### src/hdl/top_k_score_table_top_defines.svh
// shared assertion macros for the ranked score table
`ifndef TOP_K_SCORE_TABLE_TOP_DEFINES_SVH
`define TOP_K_SCORE_TABLE_TOP_DEFINES_SVH

// property that must hold at every clock edge outside reset
`define TKST_ASSERT(lbl, clk, rst_n, prop, msg) \
	lbl: assert property (@(posedge clk) disable iff (!rst_n) (prop)) else $error(msg);

// condition that must be followed by another in the next cycle
`define TKST_ASSERT_NEXT(lbl, clk, rst_n, ante, cons, msg) \
	lbl: assert property (@(posedge clk) disable iff (!rst_n) (ante) |=> (cons)) else $error(msg);

`endif

### src/hdl/tkst_pkg.sv
`default_nettype none
package tkst_pkg;

	// default geometry
	localparam int DEF_TABLE_DEPTH = 10;
	localparam int DEF_KEY_BITS    = 32;
	localparam int DEF_SCORE_BITS  = 32;

	// stream field widths
	localparam int IN_TDATA_W  = 64;
	localparam int OUT_TDATA_W = 40;

	// item kinds carried in tuser
	localparam logic KIND_INSERT = 1'b0;
	localparam logic KIND_LOOKUP = 1'b1;

	// sequencer states
	typedef enum logic [2:0] {
		ST_IDLE,
		ST_INS_CMP,
		ST_INS_PUT,
		ST_LKP_CMP,
		ST_DONE
	} state_t;

endpackage
`default_nettype wire

### src/hdl/tkst_entry_ram.sv
`default_nettype none
module tkst_entry_ram #(
	parameter int DEPTH  = tkst_pkg::DEF_TABLE_DEPTH,
	parameter int WIDTH  = tkst_pkg::DEF_KEY_BITS + tkst_pkg::DEF_SCORE_BITS,
	parameter int ADDR_W = (DEPTH > 1) ? $clog2(DEPTH) : 1
) (
	input  wire logic              clk,
	input  wire logic              wr_en,
	input  wire logic [ADDR_W-1:0] wr_addr,
	input  wire logic [WIDTH-1:0]  wr_data,
	input  wire logic [ADDR_W-1:0] rd_addr,
	output logic      [WIDTH-1:0]  rd_data
);

	logic [WIDTH-1:0] mem_q [DEPTH];
	logic [WIDTH-1:0] rd_data_q;

	// single write port
	always_ff @(posedge clk) begin
		if (wr_en) begin
			mem_q[wr_addr] <= wr_data;
		end
	end

	// registered read, data is valid in the cycle after the address
	always_ff @(posedge clk) begin
		rd_data_q <= mem_q[rd_addr];
	end

	assign rd_data = rd_data_q;

endmodule
`default_nettype wire

### src/hdl/top_k_score_table_top.sv
`default_nettype none
`include "top_k_score_table_top_defines.svh"
// Ranked score table: keeps up to TABLE_DEPTH key/score entries in descending
// score order in a one-port-write, one-port-read RAM with a registered read.
// An insert walks the table from the bottom entry upward, moving each
// lower-scored entry down one slot, and drops the new entry into place below
// all entries of equal or higher score; on a full table the bottom entry
// falls off, or the new one if it does not beat it. A lookup walks from the
// top and reports the first matching key. The walk reads one RAM entry per
// cycle. A finished item waits in the done state until the output register
// is free, and the sequencer then returns to idle. A new item is taken only
// while the sequencer is idle; the result register lets it be taken while
// the previous result is still waiting on the output.
module top_k_score_table_top #(
	parameter int TABLE_DEPTH = tkst_pkg::DEF_TABLE_DEPTH,
	parameter int KEY_BITS    = tkst_pkg::DEF_KEY_BITS,
	parameter int SCORE_BITS  = tkst_pkg::DEF_SCORE_BITS
) (
	input  wire logic                         clk,
	input  wire logic                         arst_n,
	input  wire logic                         s_axis_tvalid,
	output logic                              s_axis_tready,
	// [31:0] player_key, [63:32] new_score
	input  wire logic [tkst_pkg::IN_TDATA_W-1:0]  s_axis_tdata,
	// [0] kind
	input  wire logic                         s_axis_tuser,
	output logic                              m_axis_tvalid,
	input  wire logic                         m_axis_tready,
	// [31:0] best_score, [35:32] entry_count, [39:36] zero
	output logic [tkst_pkg::OUT_TDATA_W-1:0]  m_axis_tdata,
	// [0] hit
	output logic                              m_axis_tuser
);

	localparam int CNT_W  = $clog2(TABLE_DEPTH + 1);
	localparam int IDX_W  = (TABLE_DEPTH > 1) ? $clog2(TABLE_DEPTH) : 1;
	localparam int ENT_W  = KEY_BITS + SCORE_BITS;

	tkst_pkg::state_t state_q, state_d;

	logic [CNT_W-1:0]             cnt_q, cnt_d;
	logic [CNT_W-1:0]             pos_q, pos_d;
	logic [KEY_BITS-1:0]          key_q, key_d;
	logic signed [SCORE_BITS-1:0] score_q, score_d;
	logic                         res_hit_q, res_hit_d;
	logic signed [31:0]           res_best_q, res_best_d;

	logic                         out_valid_q;
	logic [tkst_pkg::OUT_TDATA_W-1:0] out_data_q;
	logic                         out_hit_q;

	logic                         wr_en;
	logic [IDX_W-1:0]             wr_addr;
	logic [ENT_W-1:0]             wr_data;
	logic [IDX_W-1:0]             rd_addr;
	logic [ENT_W-1:0]             rd_data;

	logic [KEY_BITS-1:0]          rd_key;
	logic signed [SCORE_BITS-1:0] rd_score;
	logic                         in_fire;
	logic                         out_free;
	logic                         full;
	logic [CNT_W-1:0]             ins_start;
	logic signed [31:0]           in_score;

	assign rd_key    = rd_data[ENT_W-1:SCORE_BITS];
	assign rd_score  = $signed(rd_data[SCORE_BITS-1:0]);
	assign in_fire   = s_axis_tvalid && s_axis_tready;
	assign out_free  = !out_valid_q || m_axis_tready;
	assign full      = (cnt_q == CNT_W'(TABLE_DEPTH));
	assign ins_start = full ? CNT_W'(TABLE_DEPTH) : cnt_q;
	assign in_score  = $signed(s_axis_tdata[63:32]);

	assign s_axis_tready = (state_q == tkst_pkg::ST_IDLE);

	// entry storage
	tkst_entry_ram #(
		.DEPTH  (TABLE_DEPTH),
		.WIDTH  (ENT_W),
		.ADDR_W (IDX_W)
	) u_ram (
		.clk     (clk),
		.wr_en   (wr_en),
		.wr_addr (wr_addr),
		.wr_data (wr_data),
		.rd_addr (rd_addr),
		.rd_data (rd_data)
	);

	// next state, RAM access and result
	always_comb begin
		state_d    = state_q;
		cnt_d      = cnt_q;
		pos_d      = pos_q;
		key_d      = key_q;
		score_d    = score_q;
		res_hit_d  = res_hit_q;
		res_best_d = res_best_q;
		wr_en      = 1'b0;
		wr_addr    = IDX_W'(pos_q);
		wr_data    = {key_q, score_q};
		rd_addr    = IDX_W'(pos_q - CNT_W'(2));
		case (state_q)
			tkst_pkg::ST_IDLE: begin
				key_d      = KEY_BITS'(s_axis_tdata[31:0]);
				score_d    = SCORE_BITS'(in_score);
				res_hit_d  = 1'b0;
				res_best_d = '0;
				if (s_axis_tuser == tkst_pkg::KIND_LOOKUP) begin
					rd_addr = '0;
				end else begin
					rd_addr = IDX_W'(ins_start - CNT_W'(1));
				end
				if (in_fire) begin
					if (s_axis_tuser == tkst_pkg::KIND_LOOKUP) begin
						pos_d   = '0;
						state_d = (cnt_q == '0) ? tkst_pkg::ST_DONE : tkst_pkg::ST_LKP_CMP;
					end else begin
						pos_d   = ins_start;
						state_d = (cnt_q == '0) ? tkst_pkg::ST_INS_PUT : tkst_pkg::ST_INS_CMP;
					end
				end
			end
			tkst_pkg::ST_INS_CMP: begin
				if (rd_score >= score_q) begin
					// slot found just below the entry read
					if (pos_q != CNT_W'(TABLE_DEPTH)) begin
						wr_en     = 1'b1;
						res_hit_d = 1'b1;
						if (!full) begin
							cnt_d = cnt_q + CNT_W'(1);
						end
					end
					state_d = tkst_pkg::ST_DONE;
				end else begin
					// move the entry down, bottom one drops off a full table
					wr_en   = (pos_q != CNT_W'(TABLE_DEPTH));
					wr_data = rd_data;
					pos_d   = pos_q - CNT_W'(1);
					if (pos_q == CNT_W'(1)) begin
						state_d = tkst_pkg::ST_INS_PUT;
					end
				end
			end
			tkst_pkg::ST_INS_PUT: begin
				// new entry goes to the top
				wr_en     = 1'b1;
				wr_addr   = '0;
				res_hit_d = 1'b1;
				if (!full) begin
					cnt_d = cnt_q + CNT_W'(1);
				end
				state_d = tkst_pkg::ST_DONE;
			end
			tkst_pkg::ST_LKP_CMP: begin
				rd_addr = IDX_W'(pos_q + CNT_W'(1));
				if (rd_key == key_q) begin
					res_hit_d  = 1'b1;
					res_best_d = 32'(rd_score);
					state_d    = tkst_pkg::ST_DONE;
				end else begin
					pos_d = pos_q + CNT_W'(1);
					if (pos_q + CNT_W'(1) == cnt_q) begin
						state_d = tkst_pkg::ST_DONE;
					end
				end
			end
			tkst_pkg::ST_DONE: begin
				if (out_free) begin
					state_d = tkst_pkg::ST_IDLE;
				end
			end
			default: begin
				state_d = tkst_pkg::ST_IDLE;
			end
		endcase
	end

	// control registers
	always_ff @(posedge clk or negedge arst_n) begin
		if (!arst_n) begin
			state_q     <= tkst_pkg::ST_IDLE;
			cnt_q       <= '0;
			out_valid_q <= 1'b0;
		end else begin
			state_q <= state_d;
			cnt_q   <= cnt_d;
			if (state_q == tkst_pkg::ST_DONE && out_free) begin
				out_valid_q <= 1'b1;
			end else if (m_axis_tready) begin
				out_valid_q <= 1'b0;
			end
		end
	end

	// working and result payload
	always_ff @(posedge clk) begin
		pos_q      <= pos_d;
		key_q      <= key_d;
		score_q    <= score_d;
		res_hit_q  <= res_hit_d;
		res_best_q <= res_best_d;
		if (state_q == tkst_pkg::ST_DONE && out_free) begin
			out_hit_q  <= res_hit_q;
			out_data_q <= {4'b0000, 4'(cnt_q), res_best_q};
		end
	end

	assign m_axis_tvalid = out_valid_q;
	assign m_axis_tdata  = out_data_q;
	assign m_axis_tuser  = out_hit_q;

	// checks
	`TKST_ASSERT(a_cnt_bound, clk, arst_n, cnt_q <= CNT_W'(TABLE_DEPTH), "entry count above depth")
	`TKST_ASSERT(a_wr_range, clk, arst_n, !wr_en || (wr_addr < IDX_W'(TABLE_DEPTH - 1)) || (32'(wr_addr) == TABLE_DEPTH - 1), "write outside table")
	`TKST_ASSERT(a_walk_pos, clk, arst_n, state_q != tkst_pkg::ST_INS_CMP || pos_q != '0, "insert walk past top entry")
	`TKST_ASSERT_NEXT(a_cnt_change, clk, arst_n, state_q == tkst_pkg::ST_IDLE || state_q == tkst_pkg::ST_LKP_CMP || state_q == tkst_pkg::ST_DONE, $stable(cnt_q), "count changed outside insert")

endmodule
`default_nettype wire
### config.mk
export PLATFORM = sky130hd
export DESIGN_NAME = top_k_score_table_top
export DESIGN_NICKNAME = d
export VERILOG_FILES = /design/src/hdl/tkst_pkg.sv /design/src/hdl/tkst_entry_ram.sv /design/src/hdl/top_k_score_table_top.sv
export VERILOG_INCLUDE_DIRS = /design/src /design/src/hdl
export SDC_FILE = /design/constraint.sdc
export NUM_CORES = 1
export LEC_CHECK = 0
export ABC_AREA = 1
export BUFFER_PORTS_ARGS = -buffer_cell sky130_fd_sc_hd__buf_4
export CORE_UTILIZATION = 50
export CTS_BUF_LIST = sky130_fd_sc_hd__clkbuf_2 sky130_fd_sc_hd__clkbuf_4 sky130_fd_sc_hd__clkbuf_8
export DETAILED_ROUTE_END_ITERATION = 12
export MAX_ROUTING_LAYER = met4
export PLACE_DENSITY = 0.68
export SETUP_SLACK_MARGIN = 0.5
export SLEW_MARGIN = 15
export SYNTH_ARGS = -nofsm -noshare
export SYNTH_HDL_FRONTEND = slang
export SYNTH_SLANG_ARGS = --single-unit
### constraint.sdc
create_clock -name clk -period 7.3 [get_ports clk]
set_input_delay 0.365 -clock clk [delete_from_list [all_inputs] [get_ports clk]]
set_output_delay 0.365 -clock clk [all_outputs]
set_load 0.05 [all_outputs]
==> impl_metrics.json, run 1 <==
{
  "status": "completed",
  "period_needed_ps": 4110,
  "initial_utilization_pct": 50.5,
  "post_drt_wl_per_cell_um": 19.0,
  "die_y_um": 265,
  "yosysTopAreaCell": "edfxtp_1",
  "ys_seq_elements": 850,
  "drcViolationCount": 0,
  "wl_um": 74800,
  "finalMaxSlewViolations": 0,
  "dieWidth_um": 265,
  "hp-class": "in2reg",
  "dp_hpwl_um": 38800,
  "grt_pass1_wl_um": 114000,
  "cts_max_level": 4,
  "holdWs_ps": 154,
  "worstSetupEndpoint": "u_ram.mem_q[8][59]$_DFFE_PP_",
  "grt_overflow_total": 0,
  "drt_iter0_drc": 1587,
  "max_slew_margin_pct": 22.8,
  "core_area_sq_mm": 0.0685,
  "p_leak_nw": 15.2,
  "finalWeightedCongestion": 0.889,
  "nNetsFinal": 3060,
  "clk_latency_ps": 780,
  "final_common_cell": "edfxtp_1",
  "synth_cells": 2748,
  "ys_seq_area_share_pct": 71.9,
  "cts_tree": "done",
  "ant_nets": 0,
  "numPortBuffers": 107,
  "finalClockSkew_ps": 21.3,
  "rrSetupSlack_ps": 3190,
  "rsz0062_at_grt": "no",
  "fin_crit_sh_pct": 56.3,
  "final_util_pct": 57.8,
  "final_cell_mix": "edfxtp_1, inv_1, nand2_1",
  "netlist_area_sq_mm": 0.0346,
  "grt_pass1_vias": 20200,
  "drt_first_pass_iters": 6,
  "avgSynthCellArea_sq_um": 12.6,
  "finalSetupViolCount": 0,
  "cp-end-kind": "register",
  "finalHoldViolCount": 0,
  "yosysWarnings": 0,
  "p_per_area_mw_per_mm2": 498,
  "post-cts-setup-buffers": 0,
  "fin_setup_tns_ps": 0,
  "crit_path_start_kind": "register",
  "max_clock_freq_mhz": 243,
  "crit_path_max_fanout": 47,
  "grt_max_degree": 216,
  "cts_buffers": 135,
  "antenna_found_initial": 1,
  "startpoint": "score_q[31]$_DFFE_PP_",
  "worstPathRequired_ps": 7650,
  "synth.distinct_cells": 42,
  "ios": 112,
  "worstSetupPathType": "reg2reg",
  "r2r_cells": 10,
  "r2r_end": "u_ram.mem_q[8][59]$_DFFE_PP_",
  "syn2layout_area_growth_pct": 14.4,
  "root_buffer": "clkbuf_8",
  "clk_pin_slew_ps": 60,
  "clk_path_buf_depth": 3,
  "dieArea_sq_mm": 0.0702,
  "irDropWorstVdd_uv": 665,
  "worst_pin_slew_ps": 1150,
  "yosysTopAreaCellShare_pct": 67.6,
  "cts.sinks": 850,
  "vias": 20800,
  "synth_area_leaders": "edfxtp_1, inv_1, dfxtp_1",
  "track_usage_pct": 22.2,
  "max_cap_viol_count": 0,
  "arrival_ps": 4460,
  "viasPerCell": 5.27,
  "final_layout_size_suffix_gt1_share_pct": 15.8,
  "r2r-start": "score_q[31]$_DFFE_PP_",
  "num_rows": 96
}
cell usage after synthesis (all sizes together):
| cell type | count |
|---|---|
| dfxtp | 64 |
| and3 | 1 |
| nor3 | 8 |
| o211ai | 129 |
| clkbuf | 28 |
| dfrtp | 8 |
| edfxtp | 778 |
| clkinv | 1 |
| nand4 | 7 |
| a21o | 1 |
| o21a | 2 |
| o311ai | 1 |
| buf | 115 |
| nor2 | 75 |
| o21ai | 250 |
| conb | 1 |
| a21oi | 148 |
| nand3b | 1 |
| xnor2 | 16 |
| inv | 434 |
| nand2 | 320 |
| ha | 44 |
| o22ai | 2 |
| nand3 | 219 |
| xor2 | 12 |
| or2 | 15 |
| mux2 | 64 |
| o221ai | 4 |
layout make-up:
class / instances / area (sq um)
well taps: 882 / 1100
flip-flops and latches: 850 / 24800
diodes: 1 / 2.50
clock buffers: 205 / 2490
repair buffers: 202 / 1730
fillers: 5428 / 28900
inverters: 435 / 1640
clock inverters: 41 / 229
multi-input cells: 1323 / 7520
sequential cells by signal (all words and copies together) (netlist names):
name / flops
u_ram.mem_q: 640
u_ram.rd_data: 64
m_axis_tdata: 36
key_q: 32
res_best_q: 32
score_q: 32
cnt_q: 4
pos_q: 4
state_q: 3
m_axis_tuser: 1
m_axis_tvalid: 1
res_hit_q: 1
stage by stage:
stage	instances	area (sq um)	setup slack [ps]	total power [mW]
2_1_floorplan	2751	34600	1040	13.6
5_1_grt	3939	39600	2860	21.0
3_3_place_gp	3625	36200	3160	15.6
3_5_place_dp	3625	36200	3120	15.8
6_report	3939	39600	3190	19.7
4_1_cts	3938	39600	3110	19.8
critical path, stage by stage (launching register included):
cell and delay [ps]:
edfxtp_1 350, inv_1 50, ha_1 410, nand2_1 130, nor3_1 400, and3_1 350, nand4_1 220, nand4_1 210
buf_4 450, buf_4 580, o21ai_0 500
timing repair:
item | CTS | global route
hold buffers | 67 | 0
endpoints found under the hold margin | 74 | 0
resized for setup | 0 | 0
how the worst min path moves through the flow:
stage | start | slack (ps) | cells past startpoint | to
after global routing | s_axis_tvalid | 140 | 6 | state_q[2]$_DFFE_PN0P_
after global placement | arst_n | 190 | 1 | m_axis_tvalid$_DFFE_PN0P_
after detailed placement | arst_n | 190 | 1 | cnt_q[3]$_DFFE_PN0P_
after floorplan | arst_n | 70 | 0 | cnt_q[0]$_DFFE_PN0P_
final | s_axis_tvalid | 150 | 6 | state_q[1]$_DFFE_PN0P_
after CTS | s_axis_tvalid | 70 | 6 | state_q[1]$_DFFE_PN0P_
logic make-up after synthesis:
| group | after synthesis | synth area share [%] |
|---|---|---|
| flip-flops | 850 | 71.9 |
| AND/OR/NAND/NOR | 646 | 8.11 |
| AO/OA/AOI/OAI | 537 | 8.85 |
| XOR/XNOR | 28 | 0.709 |
| adder cells (fa/ha/maj) | 44 | 1.59 |
| other | 1 | 0.0108 |
| buffers and inverters | 578 | 6.78 |
| multiplexers | 64 | 2.08 |
routing by layer:
| metal | routed length [um] | GRT usage (%) | up-vias |
|---|---|---|---|
| met4 | 1970 | 7.98 | 0 |
| met2 | 35600 | 34.5 | 680 |
| met5 | 0 | - | - |
| met1 | 32800 | 29.4 | 9885 |
| li1 | - | - | 10000 |
| met3 | 4470 | 4.12 | 154 |
report_power, final:
part           switching [mW]  total (mW)  internal [mW]
Combinational            5.57        7.94           2.36
Sequential              0.402        7.78           7.38
Clock                    1.78        4.00           2.21
Total                    7.76        19.7           12.0
(Power assumes the default switching activity.)
==> run 2: changes to the inputs <==
clock period = 4.15 ns   (was 7.3 ns; I/O delays follow)
==> run 2 against run 1 <==
  * Cell count is 0.43% higher
  * Register-to-register slack worse by 2600 ps
  * Clock power is 79% higher
  * Critical path depth is 3 higher
  * Count of clock-buffer cells in the layout is 2 lower
  * Total power is 78% higher
  * Maximum frequency is 17% higher
==> impl_metrics.json, run 2 (synthesis results as in run 1) <==
{
  "status": "completed",
  "vias": 21100,
  "dp_slack_ps": 527,
  "drcViolationCount": 0,
  "finalPower_mw": 35.2,
  "r2r_end": "state_q[2]$_DFFE_PN0P_",
  "track_usage_pct": 22.2,
  "clk_path_buf_depth": 3,
  "drt_first_pass_iters": 7,
  "period_needed_ps": 3520,
  "irDropWorstVdd_uv": 1000,
  "worstPathRequired_ps": 4810,
  "root_buffer": "clkbuf_8",
  "busiest_layer": "met2",
  "final_common_cell": "edfxtp_1",
  "grt_pass1_wl_um": 115000,
  "worstSetupEndpoint": "state_q[2]$_DFFE_PN0P_",
  "finalHoldViolCount": 0,
  "rsz0062_at_grt": "yes",
  "clk_pin_slew_ps": 60,
  "startpoint": "score_q[31]$_DFFE_PP_",
  "grt_use_met3_pct": 4.26,
  "cts_max_level": 4,
  "largest_register_ffs": 640,
  "viasPerCell": 5.33,
  "ios": 112,
  "clk_latency_ps": 780,
  "grtUsageMet1_pct": 28.3,
  "dp_hpwl_um": 41300,
  "antenna_found_initial": 1,
  "post_drt_wl_per_cell_um": 19.1,
  "initial_utilization_pct": 50.5,
  "max_slew_margin_pct": 29.9,
  "final_cell_mix": "edfxtp_1, inv_1, nand2_1",
  "core_area_sq_mm": 0.0685,
  "rrSetupSlack_ps": 630,
  "r2r-start": "score_q[31]$_DFFE_PP_",
  "dieArea_sq_mm": 0.0702,
  "r2r_cells": 13,
  "finalWorstSetupSlack_ps": 635,
  "num_rows": 96,
  "final_cell_area_sq_mm": 0.0400,
  "finalClockSkew_ps": 22.5,
  "finalMaxSlewViolations": 0,
  "grt_pass1_vias": 20200,
  "placed_area_sq_mm": 0.0365,
  "p_leak_nw": 15.4,
  "wl_um": 75400,
  "worstSetupPathType": "reg2reg",
  "syn2layout_area_growth_pct": 15.7,
  "crit_path_start_kind": "register",
  "nNetsFinal": 3079,
  "max_cap_viol_count": 0,
  "hp-class": "in2reg",
  "final_layout_size_suffix_gt1_share_pct": 16.5,
  "max_clock_freq_mhz": 284,
  "arrival_ps": 4180,
  "drt_iter0_drc": 1627,
  "cts.sinks": 850,
  "cp-end-kind": "register",
  "p_per_area_mw_per_mm2": 880,
  "die_y_um": 265,
  "fin_crit_sh_pct": 84.7,
  "grt_overflow_total": 0,
  "numPortBuffers": 107,
  "grt_use_met2_pct": 36.0,
  "dieWidth_um": 265,
  "crit_path_max_fanout": 8,
  "cts_tree": "done",
  "finalSetupViolCount": 0,
  "top_register": "u_ram.mem_q",
  "cts_buffers": 133,
  "grt_max_degree": 163,
  "finalWeightedCongestion": 0.872,
  "worst_pin_slew_ps": 1050,
  "ant_nets": 0
}
==> run 2: through the flow <==
step / cells / TNS [ps] / util [%] / hold slack (ps)
final: 3956 / 0 / 58.4 / 139
after CTS: 3955 / 0 / 58.4 / 75.4
after floorplan: 2751 / -151770 / - / -88.1
after global routing: 3956 / 0 / 58.4 / 107
after detailed placement: 3643 / 0 / 53.4 / 34.6
after global placement: 3643 / 0 / 53.4 / 30.2
==> run 2: final cells by class <==
class	instances	area, sq um
Antenna cell	1	2.50
Clock buffer	203	2470
Clock inverter	39	282
Fill cell	5297	28500
Inverter	435	1640
Multi-Input combinational cell	1323	7520
Sequential cell	850	24800
Tap cell	882	1100
Timing Repair Buffer	223	2140
==> run 2: how the worst min path moves through the flow <==
stage	startpoint	to	slack, ps	cells after the start
global route	s_axis_tdata[5]	key_q[5]$_DFFE_PP_	110	2
global placement	arst_n	m_axis_tvalid$_DFFE_PN0P_	30	1
CTS	s_axis_tdata[28]	key_q[28]$_DFFE_PP_	80	2
finish	s_axis_tdata[28]	key_q[28]$_DFFE_PP_	140	2
floorplan	arst_n	cnt_q[0]$_DFFE_PN0P_	-90	0
detailed placement	arst_n	m_axis_tvalid$_DFFE_PN0P_	30	1
==> run 2: power breakdown <==
part,switching [mW],total [mW],internal [mW]
clock network,3.17,7.16,3.99
logic,9.95,14.4,4.45
registers,0.679,13.6,12.9
==> run 2: layer usage <==
metal  wire (um)  part of all wire, %
met2       36600                   49
met4        1690                  2.2
met3        4960                  6.6
met5           0                    0
met1       32100                   43
==> run 2: critical path, cell delays in order (launching register included) <==
cell and delay (ps):
edfxtp_1 350, inv_1 50, ha_1 380, nand2_1 120, nor3_1 380, and3_1 330, nand2_1 100, nand3_1 90
nand3_1 130, nor2_2 490, nand2_1 260, nand2_1 130, a21oi_1 50, dlygate4sd3_1 550
==> run 2: repair_timing <==
| action | 4_1_cts | 5_1_grt |
|---|---|---|
| hold buffers | 70 | 0 |
| buffers inserted | 0 | 0 |
| endpoints found under the setup margin | 0 | 289 |
| resized for setup | 0 | 30 |
| hold endpoints to repair | 79 | 0 |
